[src/ffpc_pkg.sv]
// ----------------------------------------------------------------------------
// ffpc_pkg
// Shared constants and types for the flat-field pixel correction pipeline.
// ----------------------------------------------------------------------------
package ffpc_pkg;

   localparam int PIXEL_BITS_DEF     = 16;
   localparam int FLAT_FRAC_BITS_DEF = 15;

   // Control and status register port.
   localparam int CSR_ADDR_W = 2;
   localparam int CSR_DATA_W = 16;

   localparam logic [CSR_ADDR_W-1:0] CSR_MIN_FLAT    = 2'd0;
   localparam logic [CSR_ADDR_W-1:0] CSR_BIAS_ENABLE = 2'd1;
   localparam logic [CSR_ADDR_W-1:0] CSR_DARK_ENABLE = 2'd2;

   localparam logic [CSR_DATA_W-1:0] MIN_FLAT_RESET    = 16'd328;
   localparam logic                  BIAS_ENABLE_RESET = 1'b1;
   localparam logic                  DARK_ENABLE_RESET = 1'b1;

   // Status that travels with each request down the pipeline.
   typedef struct packed {
      logic negative;   // bias and dark exceed the raw pixel
      logic below;      // flat gain at or below the minimum
      logic overflow;   // exact quotient is at least 2^PIXEL_BITS
   } ffpc_flags_type;

endpackage

[src/ffpc_div_stage.sv]
// ----------------------------------------------------------------------------
// ffpc_div_stage
// One register stage of the restoring divider: retires STEPS quotient bits.
// ----------------------------------------------------------------------------
module ffpc_div_stage import ffpc_pkg::*; #(
   parameter int GAIN_W     = FLAT_FRAC_BITS_DEF + 1,
   parameter int PIXEL_BITS = PIXEL_BITS_DEF,
   parameter int STEPS      = 2
) (
   input  logic                  clock,
   input  logic                  reset,
   input  logic                  advance,
   input  logic                  in_valid,
   input  logic [GAIN_W-1:0]     in_rem,
   input  logic [GAIN_W-1:0]     in_div,
   input  logic [PIXEL_BITS-1:0] in_low,
   input  logic [PIXEL_BITS-1:0] in_quo,
   input  ffpc_flags_type        in_flags,
   output logic                  out_valid,
   output logic [GAIN_W-1:0]     out_rem,
   output logic [GAIN_W-1:0]     out_div,
   output logic [PIXEL_BITS-1:0] out_low,
   output logic [PIXEL_BITS-1:0] out_quo,
   output ffpc_flags_type        out_flags
);

   logic                  valid_ff;
   logic [GAIN_W-1:0]     rem_ff, rem_in;
   logic [GAIN_W-1:0]     div_ff;
   logic [PIXEL_BITS-1:0] low_ff, low_in;
   logic [PIXEL_BITS-1:0] quo_ff, quo_in;
   ffpc_flags_type        flags_ff;
   logic [GAIN_W:0]       trial;

   // The partial remainder stays below the divisor, so each trial fits in
   // one bit more than the divisor.
   always_comb begin
      rem_in = in_rem;
      low_in = in_low;
      quo_in = in_quo;
      trial  = '0;
      for (int k = 0; k < STEPS; k++) begin
         trial  = {rem_in, low_in[PIXEL_BITS-1]};
         low_in = {low_in[PIXEL_BITS-2:0], 1'b0};
         if (trial >= {1'b0, in_div}) begin
            rem_in = GAIN_W'(trial - {1'b0, in_div});
            quo_in = {quo_in[PIXEL_BITS-2:0], 1'b1};
         end else begin
            rem_in = trial[GAIN_W-1:0];
            quo_in = {quo_in[PIXEL_BITS-2:0], 1'b0};
         end
      end
   end

   always_ff @(posedge clock) begin
      if (reset) begin
         valid_ff <= 1'b0;
      end else if (advance) begin
         valid_ff <= in_valid;
      end
   end

   always_ff @(posedge clock) begin
      if (advance) begin
         rem_ff   <= rem_in;
         div_ff   <= in_div;
         low_ff   <= low_in;
         quo_ff   <= quo_in;
         flags_ff <= in_flags;
      end
   end

   assign out_valid = valid_ff;
   assign out_rem   = rem_ff;
   assign out_div   = div_ff;
   assign out_low   = low_ff;
   assign out_quo   = quo_ff;
   assign out_flags = flags_ff;

endmodule

[src/flat_field_pixel_correction.sv]
// ----------------------------------------------------------------------------
// flat_field_pixel_correction
// Bias and dark subtraction, flat division with round-half-even, saturation.
// ----------------------------------------------------------------------------
// The block accepts one pixel request per clock while req_stall is low and
// returns one result per request, in order. From acceptance to the result
// register, one stage forms the signed difference and the clamped divisor,
// one checks for quotient overflow, the restoring divider retires two quotient
// bits per stage (one in its last stage when PIXEL_BITS is odd), and the last
// stage rounds and saturates. All stages advance together; a stalled result
// holds the whole pipeline and req_stall rises.
// ----------------------------------------------------------------------------
module flat_field_pixel_correction import ffpc_pkg::*; #(
   parameter int PIXEL_BITS     = PIXEL_BITS_DEF,
   parameter int FLAT_FRAC_BITS = FLAT_FRAC_BITS_DEF
) (
   input  logic                      clock,
   input  logic                      reset,
   input  logic                      csr_we,
   input  logic [CSR_ADDR_W-1:0]     csr_addr,
   input  logic [CSR_DATA_W-1:0]     csr_wdata,
   input  logic                      req_valid,
   output logic                      req_stall,
   input  logic [PIXEL_BITS-1:0]     req_raw_pixel,
   input  logic [PIXEL_BITS-1:0]     req_bias_level,
   input  logic [PIXEL_BITS-1:0]     req_dark_level,
   input  logic [FLAT_FRAC_BITS:0]   req_flat_gain,
   output logic                      rsp_valid,
   input  logic                      rsp_stall,
   output logic [PIXEL_BITS-1:0]     rsp_corrected_pixel,
   output logic                      rsp_flat_below_min,
   output logic                      rsp_over_range,
   output logic                      rsp_under_range
);

   localparam int GAIN_W     = FLAT_FRAC_BITS + 1;
   localparam int DIFF_W     = PIXEL_BITS + 1;
   localparam int NUM_W      = DIFF_W + FLAT_FRAC_BITS;
   localparam int DIV_STAGES = (PIXEL_BITS + 1) / 2;
   localparam int MIN_EXT_W  = (GAIN_W > CSR_DATA_W) ? GAIN_W : CSR_DATA_W;

   logic advance;

   // Configuration registers.
   logic [CSR_DATA_W-1:0] min_flat_ff;
   logic                  bias_enable_ff;
   logic                  dark_enable_ff;

   always_ff @(posedge clock) begin
      if (reset) begin
         min_flat_ff    <= MIN_FLAT_RESET;
         bias_enable_ff <= BIAS_ENABLE_RESET;
         dark_enable_ff <= DARK_ENABLE_RESET;
      end else if (csr_we) begin
         case (csr_addr)
            CSR_MIN_FLAT:    min_flat_ff    <= csr_wdata;
            CSR_BIAS_ENABLE: bias_enable_ff <= csr_wdata[0];
            CSR_DARK_ENABLE: dark_enable_ff <= csr_wdata[0];
            default: ;
         endcase
      end
   end

   // Stage 1: signed difference as sign and magnitude, clamped divisor.
   logic [DIFF_W-1:0]    bias_term, dark_term, sub_sum, raw_ext, mag_in;
   logic                 negative_in, below_in;
   logic [MIN_EXT_W-1:0] min_ext;
   logic [GAIN_W-1:0]    min_val, div_in;

   always_comb begin
      bias_term   = bias_enable_ff ? {1'b0, req_bias_level} : '0;
      dark_term   = dark_enable_ff ? {1'b0, req_dark_level} : '0;
      sub_sum     = bias_term + dark_term;
      raw_ext     = {1'b0, req_raw_pixel};
      negative_in = sub_sum > raw_ext;
      mag_in      = negative_in ? (sub_sum - raw_ext) : (raw_ext - sub_sum);
      min_ext     = MIN_EXT_W'(min_flat_ff);
      min_val     = min_ext[GAIN_W-1:0];
      below_in    = req_flat_gain <= min_val;
      div_in      = below_in ? min_val : req_flat_gain;
      // A zero minimum is used as one so the divisor is never zero.
      if (div_in == '0) begin
         div_in = GAIN_W'(1);
      end
   end

   logic              s1_valid_ff;
   logic [DIFF_W-1:0] s1_mag_ff;
   logic [GAIN_W-1:0] s1_div_ff;
   ffpc_flags_type    s1_flags_ff;

   always_ff @(posedge clock) begin
      if (reset) begin
         s1_valid_ff <= 1'b0;
      end else if (advance) begin
         s1_valid_ff <= req_valid;
      end
   end

   always_ff @(posedge clock) begin
      if (advance) begin
         s1_mag_ff            <= mag_in;
         s1_div_ff            <= div_in;
         s1_flags_ff.negative <= negative_in;
         s1_flags_ff.below    <= below_in;
         s1_flags_ff.overflow <= 1'b0;
      end
   end

   // Stage 2: the quotient overflows the pixel range exactly when the
   // scaled numerator reaches the divisor shifted up by the pixel width.
   logic [NUM_W-1:0] num_in, div_shift;
   logic             overflow_in;
   ffpc_flags_type   s2_flags_in;

   always_comb begin
      num_in               = {s1_mag_ff, FLAT_FRAC_BITS'(0)};
      div_shift            = {s1_div_ff, PIXEL_BITS'(0)};
      overflow_in          = num_in >= div_shift;
      s2_flags_in          = s1_flags_ff;
      s2_flags_in.overflow = overflow_in;
   end

   logic                  s2_valid_ff;
   logic [GAIN_W-1:0]     s2_rem_ff;
   logic [GAIN_W-1:0]     s2_div_ff;
   logic [PIXEL_BITS-1:0] s2_low_ff;
   ffpc_flags_type        s2_flags_ff;

   always_ff @(posedge clock) begin
      if (reset) begin
         s2_valid_ff <= 1'b0;
      end else if (advance) begin
         s2_valid_ff <= s1_valid_ff;
      end
   end

   always_ff @(posedge clock) begin
      if (advance) begin
         s2_rem_ff   <= num_in[NUM_W-1:PIXEL_BITS];
         s2_div_ff   <= s1_div_ff;
         s2_low_ff   <= num_in[PIXEL_BITS-1:0];
         s2_flags_ff <= s2_flags_in;
      end
   end

   // Divider stages.
   logic                  dv_valid [DIV_STAGES+1];
   logic [GAIN_W-1:0]     dv_rem   [DIV_STAGES+1];
   logic [GAIN_W-1:0]     dv_div   [DIV_STAGES+1];
   logic [PIXEL_BITS-1:0] dv_low   [DIV_STAGES+1];
   logic [PIXEL_BITS-1:0] dv_quo   [DIV_STAGES+1];
   ffpc_flags_type        dv_flags [DIV_STAGES+1];

   assign dv_valid[0] = s2_valid_ff;
   assign dv_rem[0]   = s2_rem_ff;
   assign dv_div[0]   = s2_div_ff;
   assign dv_low[0]   = s2_low_ff;
   assign dv_quo[0]   = '0;
   assign dv_flags[0] = s2_flags_ff;

   for (genvar s = 0; s < DIV_STAGES; s++) begin : g_div
      localparam int STEPS = ((2 * s + 2) > PIXEL_BITS) ? 1 : 2;

      ffpc_div_stage #(
         .GAIN_W     (GAIN_W),
         .PIXEL_BITS (PIXEL_BITS),
         .STEPS      (STEPS)
      ) u_stage (
         .clock     (clock),
         .reset     (reset),
         .advance   (advance),
         .in_valid  (dv_valid[s]),
         .in_rem    (dv_rem[s]),
         .in_div    (dv_div[s]),
         .in_low    (dv_low[s]),
         .in_quo    (dv_quo[s]),
         .in_flags  (dv_flags[s]),
         .out_valid (dv_valid[s+1]),
         .out_rem   (dv_rem[s+1]),
         .out_div   (dv_div[s+1]),
         .out_low   (dv_low[s+1]),
         .out_quo   (dv_quo[s+1]),
         .out_flags (dv_flags[s+1])
      );
   end

   // Final stage: round half to even, then saturate.
   logic [GAIN_W:0]       twice_rem, div_ext;
   logic                  round_up;
   logic [PIXEL_BITS:0]   quo_round;
   ffpc_flags_type        fin_flags;
   logic                  over_in, under_in;
   logic [PIXEL_BITS-1:0] pixel_in;

   always_comb begin
      fin_flags = dv_flags[DIV_STAGES];
      twice_rem = {dv_rem[DIV_STAGES], 1'b0};
      div_ext   = {1'b0, dv_div[DIV_STAGES]};
      round_up  = (twice_rem > div_ext)
                  || ((twice_rem == div_ext) && dv_quo[DIV_STAGES][0]);
      quo_round = {1'b0, dv_quo[DIV_STAGES]} + (PIXEL_BITS + 1)'(round_up);
      over_in   = !fin_flags.negative && (fin_flags.overflow || quo_round[PIXEL_BITS]);
      under_in  = fin_flags.negative && (fin_flags.overflow || (quo_round != '0));
      if (fin_flags.negative) begin
         pixel_in = '0;
      end else if (over_in) begin
         pixel_in = '1;
      end else begin
         pixel_in = quo_round[PIXEL_BITS-1:0];
      end
   end

   logic                  rsp_valid_ff;
   logic [PIXEL_BITS-1:0] rsp_pixel_ff;
   logic                  rsp_below_ff;
   logic                  rsp_over_ff;
   logic                  rsp_under_ff;

   always_ff @(posedge clock) begin
      if (reset) begin
         rsp_valid_ff <= 1'b0;
      end else if (advance) begin
         rsp_valid_ff <= dv_valid[DIV_STAGES];
      end
   end

   always_ff @(posedge clock) begin
      if (advance) begin
         rsp_pixel_ff <= pixel_in;
         rsp_below_ff <= fin_flags.below;
         rsp_over_ff  <= over_in;
         rsp_under_ff <= under_in;
      end
   end

   // The pipeline moves whenever the result register is empty or drained.
   assign advance   = !rsp_valid_ff || !rsp_stall;
   assign req_stall = !advance;

   assign rsp_valid           = rsp_valid_ff;
   assign rsp_corrected_pixel = rsp_pixel_ff;
   assign rsp_flat_below_min  = rsp_below_ff;
   assign rsp_over_range      = rsp_over_ff;
   assign rsp_under_range     = rsp_under_ff;

   // Assertions.
   a_clip_exclusive: assert property (@(posedge clock) disable iff (reset)
      rsp_valid_ff |-> !(rsp_over_ff && rsp_under_ff))
      else $error("over_range and under_range both set");

   a_over_saturates: assert property (@(posedge clock) disable iff (reset)
      (rsp_valid_ff && rsp_over_ff) |-> (rsp_pixel_ff == '1))
      else $error("over_range without a saturated pixel");

   a_under_zero: assert property (@(posedge clock) disable iff (reset)
      (rsp_valid_ff && rsp_under_ff) |-> (rsp_pixel_ff == '0))
      else $error("under_range without a zero pixel");

   a_hold_on_stall: assert property (@(posedge clock) disable iff (reset)
      (s2_valid_ff && !advance) |=> (s2_valid_ff && $stable(s2_rem_ff)))
      else $error("pipeline stage changed while held");

endmodule

[config.mk]
export PLATFORM = sky130hd
export DESIGN_NAME = flat_field_pixel_correction
export DESIGN_NICKNAME = d
export VERILOG_FILES = /design/src/ffpc_pkg.sv /design/src/ffpc_div_stage.sv /design/src/flat_field_pixel_correction.sv
export SDC_FILE = /design/constraint.sdc
export NUM_CORES = 1
export LEC_CHECK = 0
export BUFFER_PORTS_ARGS = -buffer_cell sky130_fd_sc_hd__buf_4
export CAP_MARGIN = 10
export CORE_MARGIN = 4
export CORE_UTILIZATION = 45
export DETAILED_ROUTE_END_ITERATION = 8
export PLACE_DENSITY = 0.65
export SYNTH_ARGS = -nofsm -noshare
export SYNTH_HDL_FRONTEND = slang
export SYNTH_SLANG_ARGS = --single-unit
[constraint.sdc]
create_clock -name clock -period 36.5 [get_ports clock]
set_clock_uncertainty 0.15 [all_clocks]
set_input_delay 5.475 -clock clock [delete_from_list [all_inputs] [get_ports clock]]
set_output_delay 5.475 -clock clock [all_outputs]
set_load 0.01 [all_outputs]
== Word level (Yosys, flattened, before mapping) ==
Cells that the tools add are included.
Widths: inputs -> output; s select.
Word-level totals
  bits in registers: 471
  latch bits: 0
  bits in writable memories: 0
  memory bits (read-only): 0
  input port bits: 87
  memories kept: 0
Operators by class
  add/subtract/negate cells: 20
  multiply operators: 0
  divide/modulo/power cells: 0
  order comparisons: 20
  eq/ne operators: 3
  shifts and indexed selects: 0
  multiplexer cells: 37
  bitwise operators: 0
  reductions and logical operators: 17
Operator list (number)
  $mux 16: 20
  $ge 17x16->1: 16
  $sub 16x16->16: 16
  $gt 17x16->1: 2
  $ge 32x32->1: 1
  $add 16x1->17: 1
  $add 16x16->17: 1
  $eq 17x16->1: 1
  $mux 17: 1
  $reduce_bool 17->1: 1
  $sub 16x17->17: 1
  $sub 17x16->17: 1
  $le 16x16->1: 1
  $logic_not 16->1: 1
  $mux 1: 16
  $reduce_and 2->1: 3
  $logic_not 1->1: 4
  $logic_or 1x1->1: 4
  $logic_and 1x1->1: 3
  $eq 2x1->1 const B: 1
  $eq 2x2->1 const B: 1
  $logic_not 2->1: 1

== Logic depth before layout (Yosys ltp) ==
  depth after elaboration: 7
  depth in mapped cells: 26
  gate-level depth less buffers: 22

== Hierarchy ==
A second synthesis with hierarchy kept.
Unflattened totals
  cell total of the unflattened synthesis: 3451
  area total of the unflattened synthesis: 40244.8 um^2
Modules (own cells, without submodules)
  ffpc_div_stage at g_div[2].u_stage ...: times used 4, cells each 325, area each 3997.6 um^2, sequential area each 1971.9 um^2
  ffpc_div_stage at g_div[0].u_stage ...: times used 2, cells each 323, area each 3987.6 um^2, sequential area each 1971.9 um^2
  flat_field_pixel_correction: times used 1, cells each 810, area each 7963.9 um^2, sequential area each 3123.0 um^2
  ffpc_div_stage at g_div[1].u_stage: times used 1, cells each 354, area each 4225.3 um^2, sequential area each 1971.9 um^2
  ffpc_div_stage at g_div[3].u_stage: times used 1, cells each 341, area each 4090.2 um^2, sequential area each 1971.9 um^2

== Least setup slack after synthesis ==
No wires, ideal clock.
  path kind: input port to flip-flop
  start point: input rsp_stall
  end point: register s2_flags_ff, in the netlist dv_flags[24], enable pin
  setup time: 981 ps
  arrival: 17673 ps
  path slack: 17696 ps
  cell stages on the path: 2
  path through: nand2_1 clkbuf_1
On the way
  longest elaborated chain between the ends: 2
Ends and longest elaborated chain
  start, declared: line flat_field_pixel_correction.sv:29  | input logic rsp_stall,
  $logic_not 1->1: line flat_field_pixel_correction.sv:238  | assign advance = !rsp_valid_ff || !rsp_stall;
  $logic_or 1x1->1: line flat_field_pixel_correction.sv:238
  end signal, assigned: line flat_field_pixel_correction.sv:143  | s2_flags_ff <= s2_flags_in;
  end, declared: line flat_field_pixel_correction.sv:128  | ffpc_flags_type s2_flags_ff;
No other way between the ends.
A chain may end at the register's enable or synchronous reset.

== Final worst setup path ==
  start point: input rsp_stall
  end point: output req_stall
On the way
  longest elaborated chain between the ends: 3
Ends and longest elaborated chain
  $logic_not 1->1: line flat_field_pixel_correction.sv:238
  $logic_or 1x1->1: line flat_field_pixel_correction.sv:238
  $logic_not 1->1: line flat_field_pixel_correction.sv:239  | assign req_stall = !advance;
  end, declared: line flat_field_pixel_correction.sv:23  | output logic req_stall,
No other way between the ends.

==> key figures <==
Run status
  – Status: finished, final reports clean

STA
  – Final period util: 33.4%
  – # setup viols final: 0
  – Fmax achieved: 82.0 MHz
  – Pins Over Slew Limit: 0
  – Actual slew at the worst max-slew pin: 1180 ps
  – Worst slew margin: 20.9%
  – Min Tclk post-route: 12200 ps
  – Setup tns final: 0 ps
  – RSZ-0062 raised after global routing: false
  – Final hold vios: 0

Worst setup path
  – Setup crit end kind: output port
  – Crit path arrival time: 6570 ps
  – Worst EP required: 30880 ps
  – Peak fanout along the critical path: 46
  – CP Class: input pin to output port
  – Startpoint Class: input pin

Clocking
  – Clk_lat worst skew: 630 ps
  – # Post-CTS Setup Buffers: 0
  – Buffer depth of the longest clock path: 3
  – Number of buffers created by CTS: 51
  – Clock Pin Slew Worst Setup and Hold Paths: 60 ps
  – TritonCTS clock tree: built
  – Clk sinks: 471
  – CTS H-tree depth: 2
  – Root Buffer: clkbuf_16
  – Post_cts resized: 0
  – Post-cts hold buffer count: 0

Synth
  – Synth warn: 0
  – Synth Register Bits: 471
  – Share of the synthesized area in the top cell type: 40.2%
  – FFs w/ async S/R, synth: 0%
  – Synth cell types: 91
  – Post-synth EDFFs: 442
  – Mean post-synth cell area: 10.4 µm²
  – Sequential share of the synthesized area: 42.0%
  – Leading area contributor after synthesis: edfxtp_1
  – Synthesized Nets: 3609
  – Mapped Area: 33000 µm²
  – Post-synthesis cell count: 3164
  – Top FF cell, synth: edfxtp_1
  – Top post-synthesis cells by area: edfxtp_1 40%, ha_1 13%, mux2_2 5.2%

Route
  – DRT antenna net count: 0
  – Via-to-Cell Ratio: 5.45
  – 1st-iter DRT viols: 1586
  – Per-cell routed wire length: 16.9 µm
  – Pre-antenna DRT Iters: 7
  – Via Count: 23.3k
  – Final wirelength: 72300 µm
  – Remaining DRCs: 0

Layout
  – N_diodes: 0
  – Commonest non-fill, non-tap cells in the layout: 442 x edfxtp_1, 346 x ha_1, 288 x inv_1
  – # nets final: 3726
  – Layout cell share with drive strength beyond 1: 12.2%
  – Synthesis-to-layout area growth: 10.9%
  – Layout Utilization: 50.2%
  – Most common cell after layout, fill and taps aside: edfxtp_1

Floorplan
  – Die Area: 77700 µm²
  – # IOs: 108
  – Die span in y: 279 µm
  – Die Wd: 279 µm
  – Initial cell density of the core: 45.3%
  – Row count: 99
  – Core footprint: 72800 µm²

Global route
  – First-pass GRT wire length: 117000 µm
  – Met2 Track Usage GR: 30.8%
  – Largest net degree at the start of global routing: 187
  – Total GRT Usage: 18.3%
  – Busiest layer in global routing: met2
  – Vias in the first global route: 22.4k
  – Initial antenna violation count: 0
  – Met3 Use GR: 1.86%
  – M1 GR Usage: 25.5%
  – GR Overflow Total: 0

Placement
  – I/O Buffers: 107
  – Placer Congestion: 0.854
  – Hpwl dp: 56300 µm

Flow run
  – Max Cap Violations: 0

Min path
  – Worst hold-check path type: flip-flop to flip-flop
final cells by class:
cell class,count,area (µm²)
Fill cell,6704,36300
Multi-Input combinational cell,2346,17800
Sequential cell,471,13900
Clock buffer,63,1320
Tap cell,959,1200
Inverter,291,1090
Timing Repair Buffer,120,913
Clock inverter,32,409
state kept, by name, indices dropped and copies added, names as in the netlist, 2 cells and up:
register	count
g_div.u_stage.out_flags	24
s2_rem_ff	16
s2_div_ff	16
g_div.u_stage.out_rem	128
min_ext	16
g_div.u_stage.out_quo	72
rsp_corrected_pixel	16
g_div.u_stage.out_div	128
s1_mag_ff	17
s1_flags_ff	2
dv_flags	3
g_div.u_stage.out_valid	8
s1_div_ff	16
path summary, 6_finish.rpt:
kind	endpoint	startpoint	depth (start not counted)	slack [ps]
worst min register to register	g_div[7].u_stage.out_quo[7]	g_div[6].u_stage.out_quo[5]	0	260
worst max-delay path	req_stall	rsp_stall	4	24300
worst min-delay path	g_div[7].u_stage.out_quo[7]	g_div[6].u_stage.out_quo[5]	0	260
worst max register to register	g_div[2].u_stage.out_rem[14]	g_div[1].u_stage.out_div[5]	22	29410
cell usage after synthesis (7+ instances only):
master and count:
edfxtp_1 442, ha_1 346, inv_1 288, a21oi_1 259, nand2_1 199, nor2_1 182
o21ai_0 154, mux2_2 152, xnor2_1 148, a21o_1 124, xor2_1 84, and2_1 49
nor2b_1 48, nand3_1 47, o21a_1 45, nand2b_1 43, nand4_1 42, o21bai_1 40
nor3_1 38, clkbuf_1 37, dfxtp_1 29, and3_1 25, a31oi_1 20, nor4_1 20
o31ai_1 20, mux2i_1 19, a211oi_1 14, a21boi_0 14, a211o_1 12, fa_1 12
or2_2 12, mux2_4 10, buf_2 9, o211ai_1 9, o31a_1 9, mux2_1 8
o21ai_1 8, or3_1 8, a221o_1 7, a31o_2 7, and4_1 7, o41ai_1 7
metal layers:
metal / routed length [µm] / vias to the layer above
li1: - / 11800
met1: 34000 / 10900
met2: 34100 / 467
met3: 2740 / 96
met4: 1490 / 0
met5: 0 / -
kinds of logic after synthesis:
group,after synthesis,share of synthesized area [%]
compound gates,819,16.1
buf+inv,347,4.12
fa+ha+maj,358,13.9
mux,189,6.49
flops,471,42.0
xor+xnor,232,6.16
simple gates,748,11.3
worst max-delay path, cell delays in order:
cell,delay [ps]
buf_4,120
nand2_4,420
inv_1,320
buf_4,230
stage by stage:
stage                     cell area (µm²)  std cells  hold slack (ps)  setup slack [ps]
after floorplan                     33000       3164              250             17700
after global placement              34800       4187              251             24270
after detailed placement            34800       4187              255             24270
after CTS                           36600       4282              266             24270
after global routing                36600       4282              272             24140
final                               36600       4282              263             24300
Power is left out: the tool's default activity adds up to more than one toggle a clock period on the data nets, which glitch-free logic cannot reach.
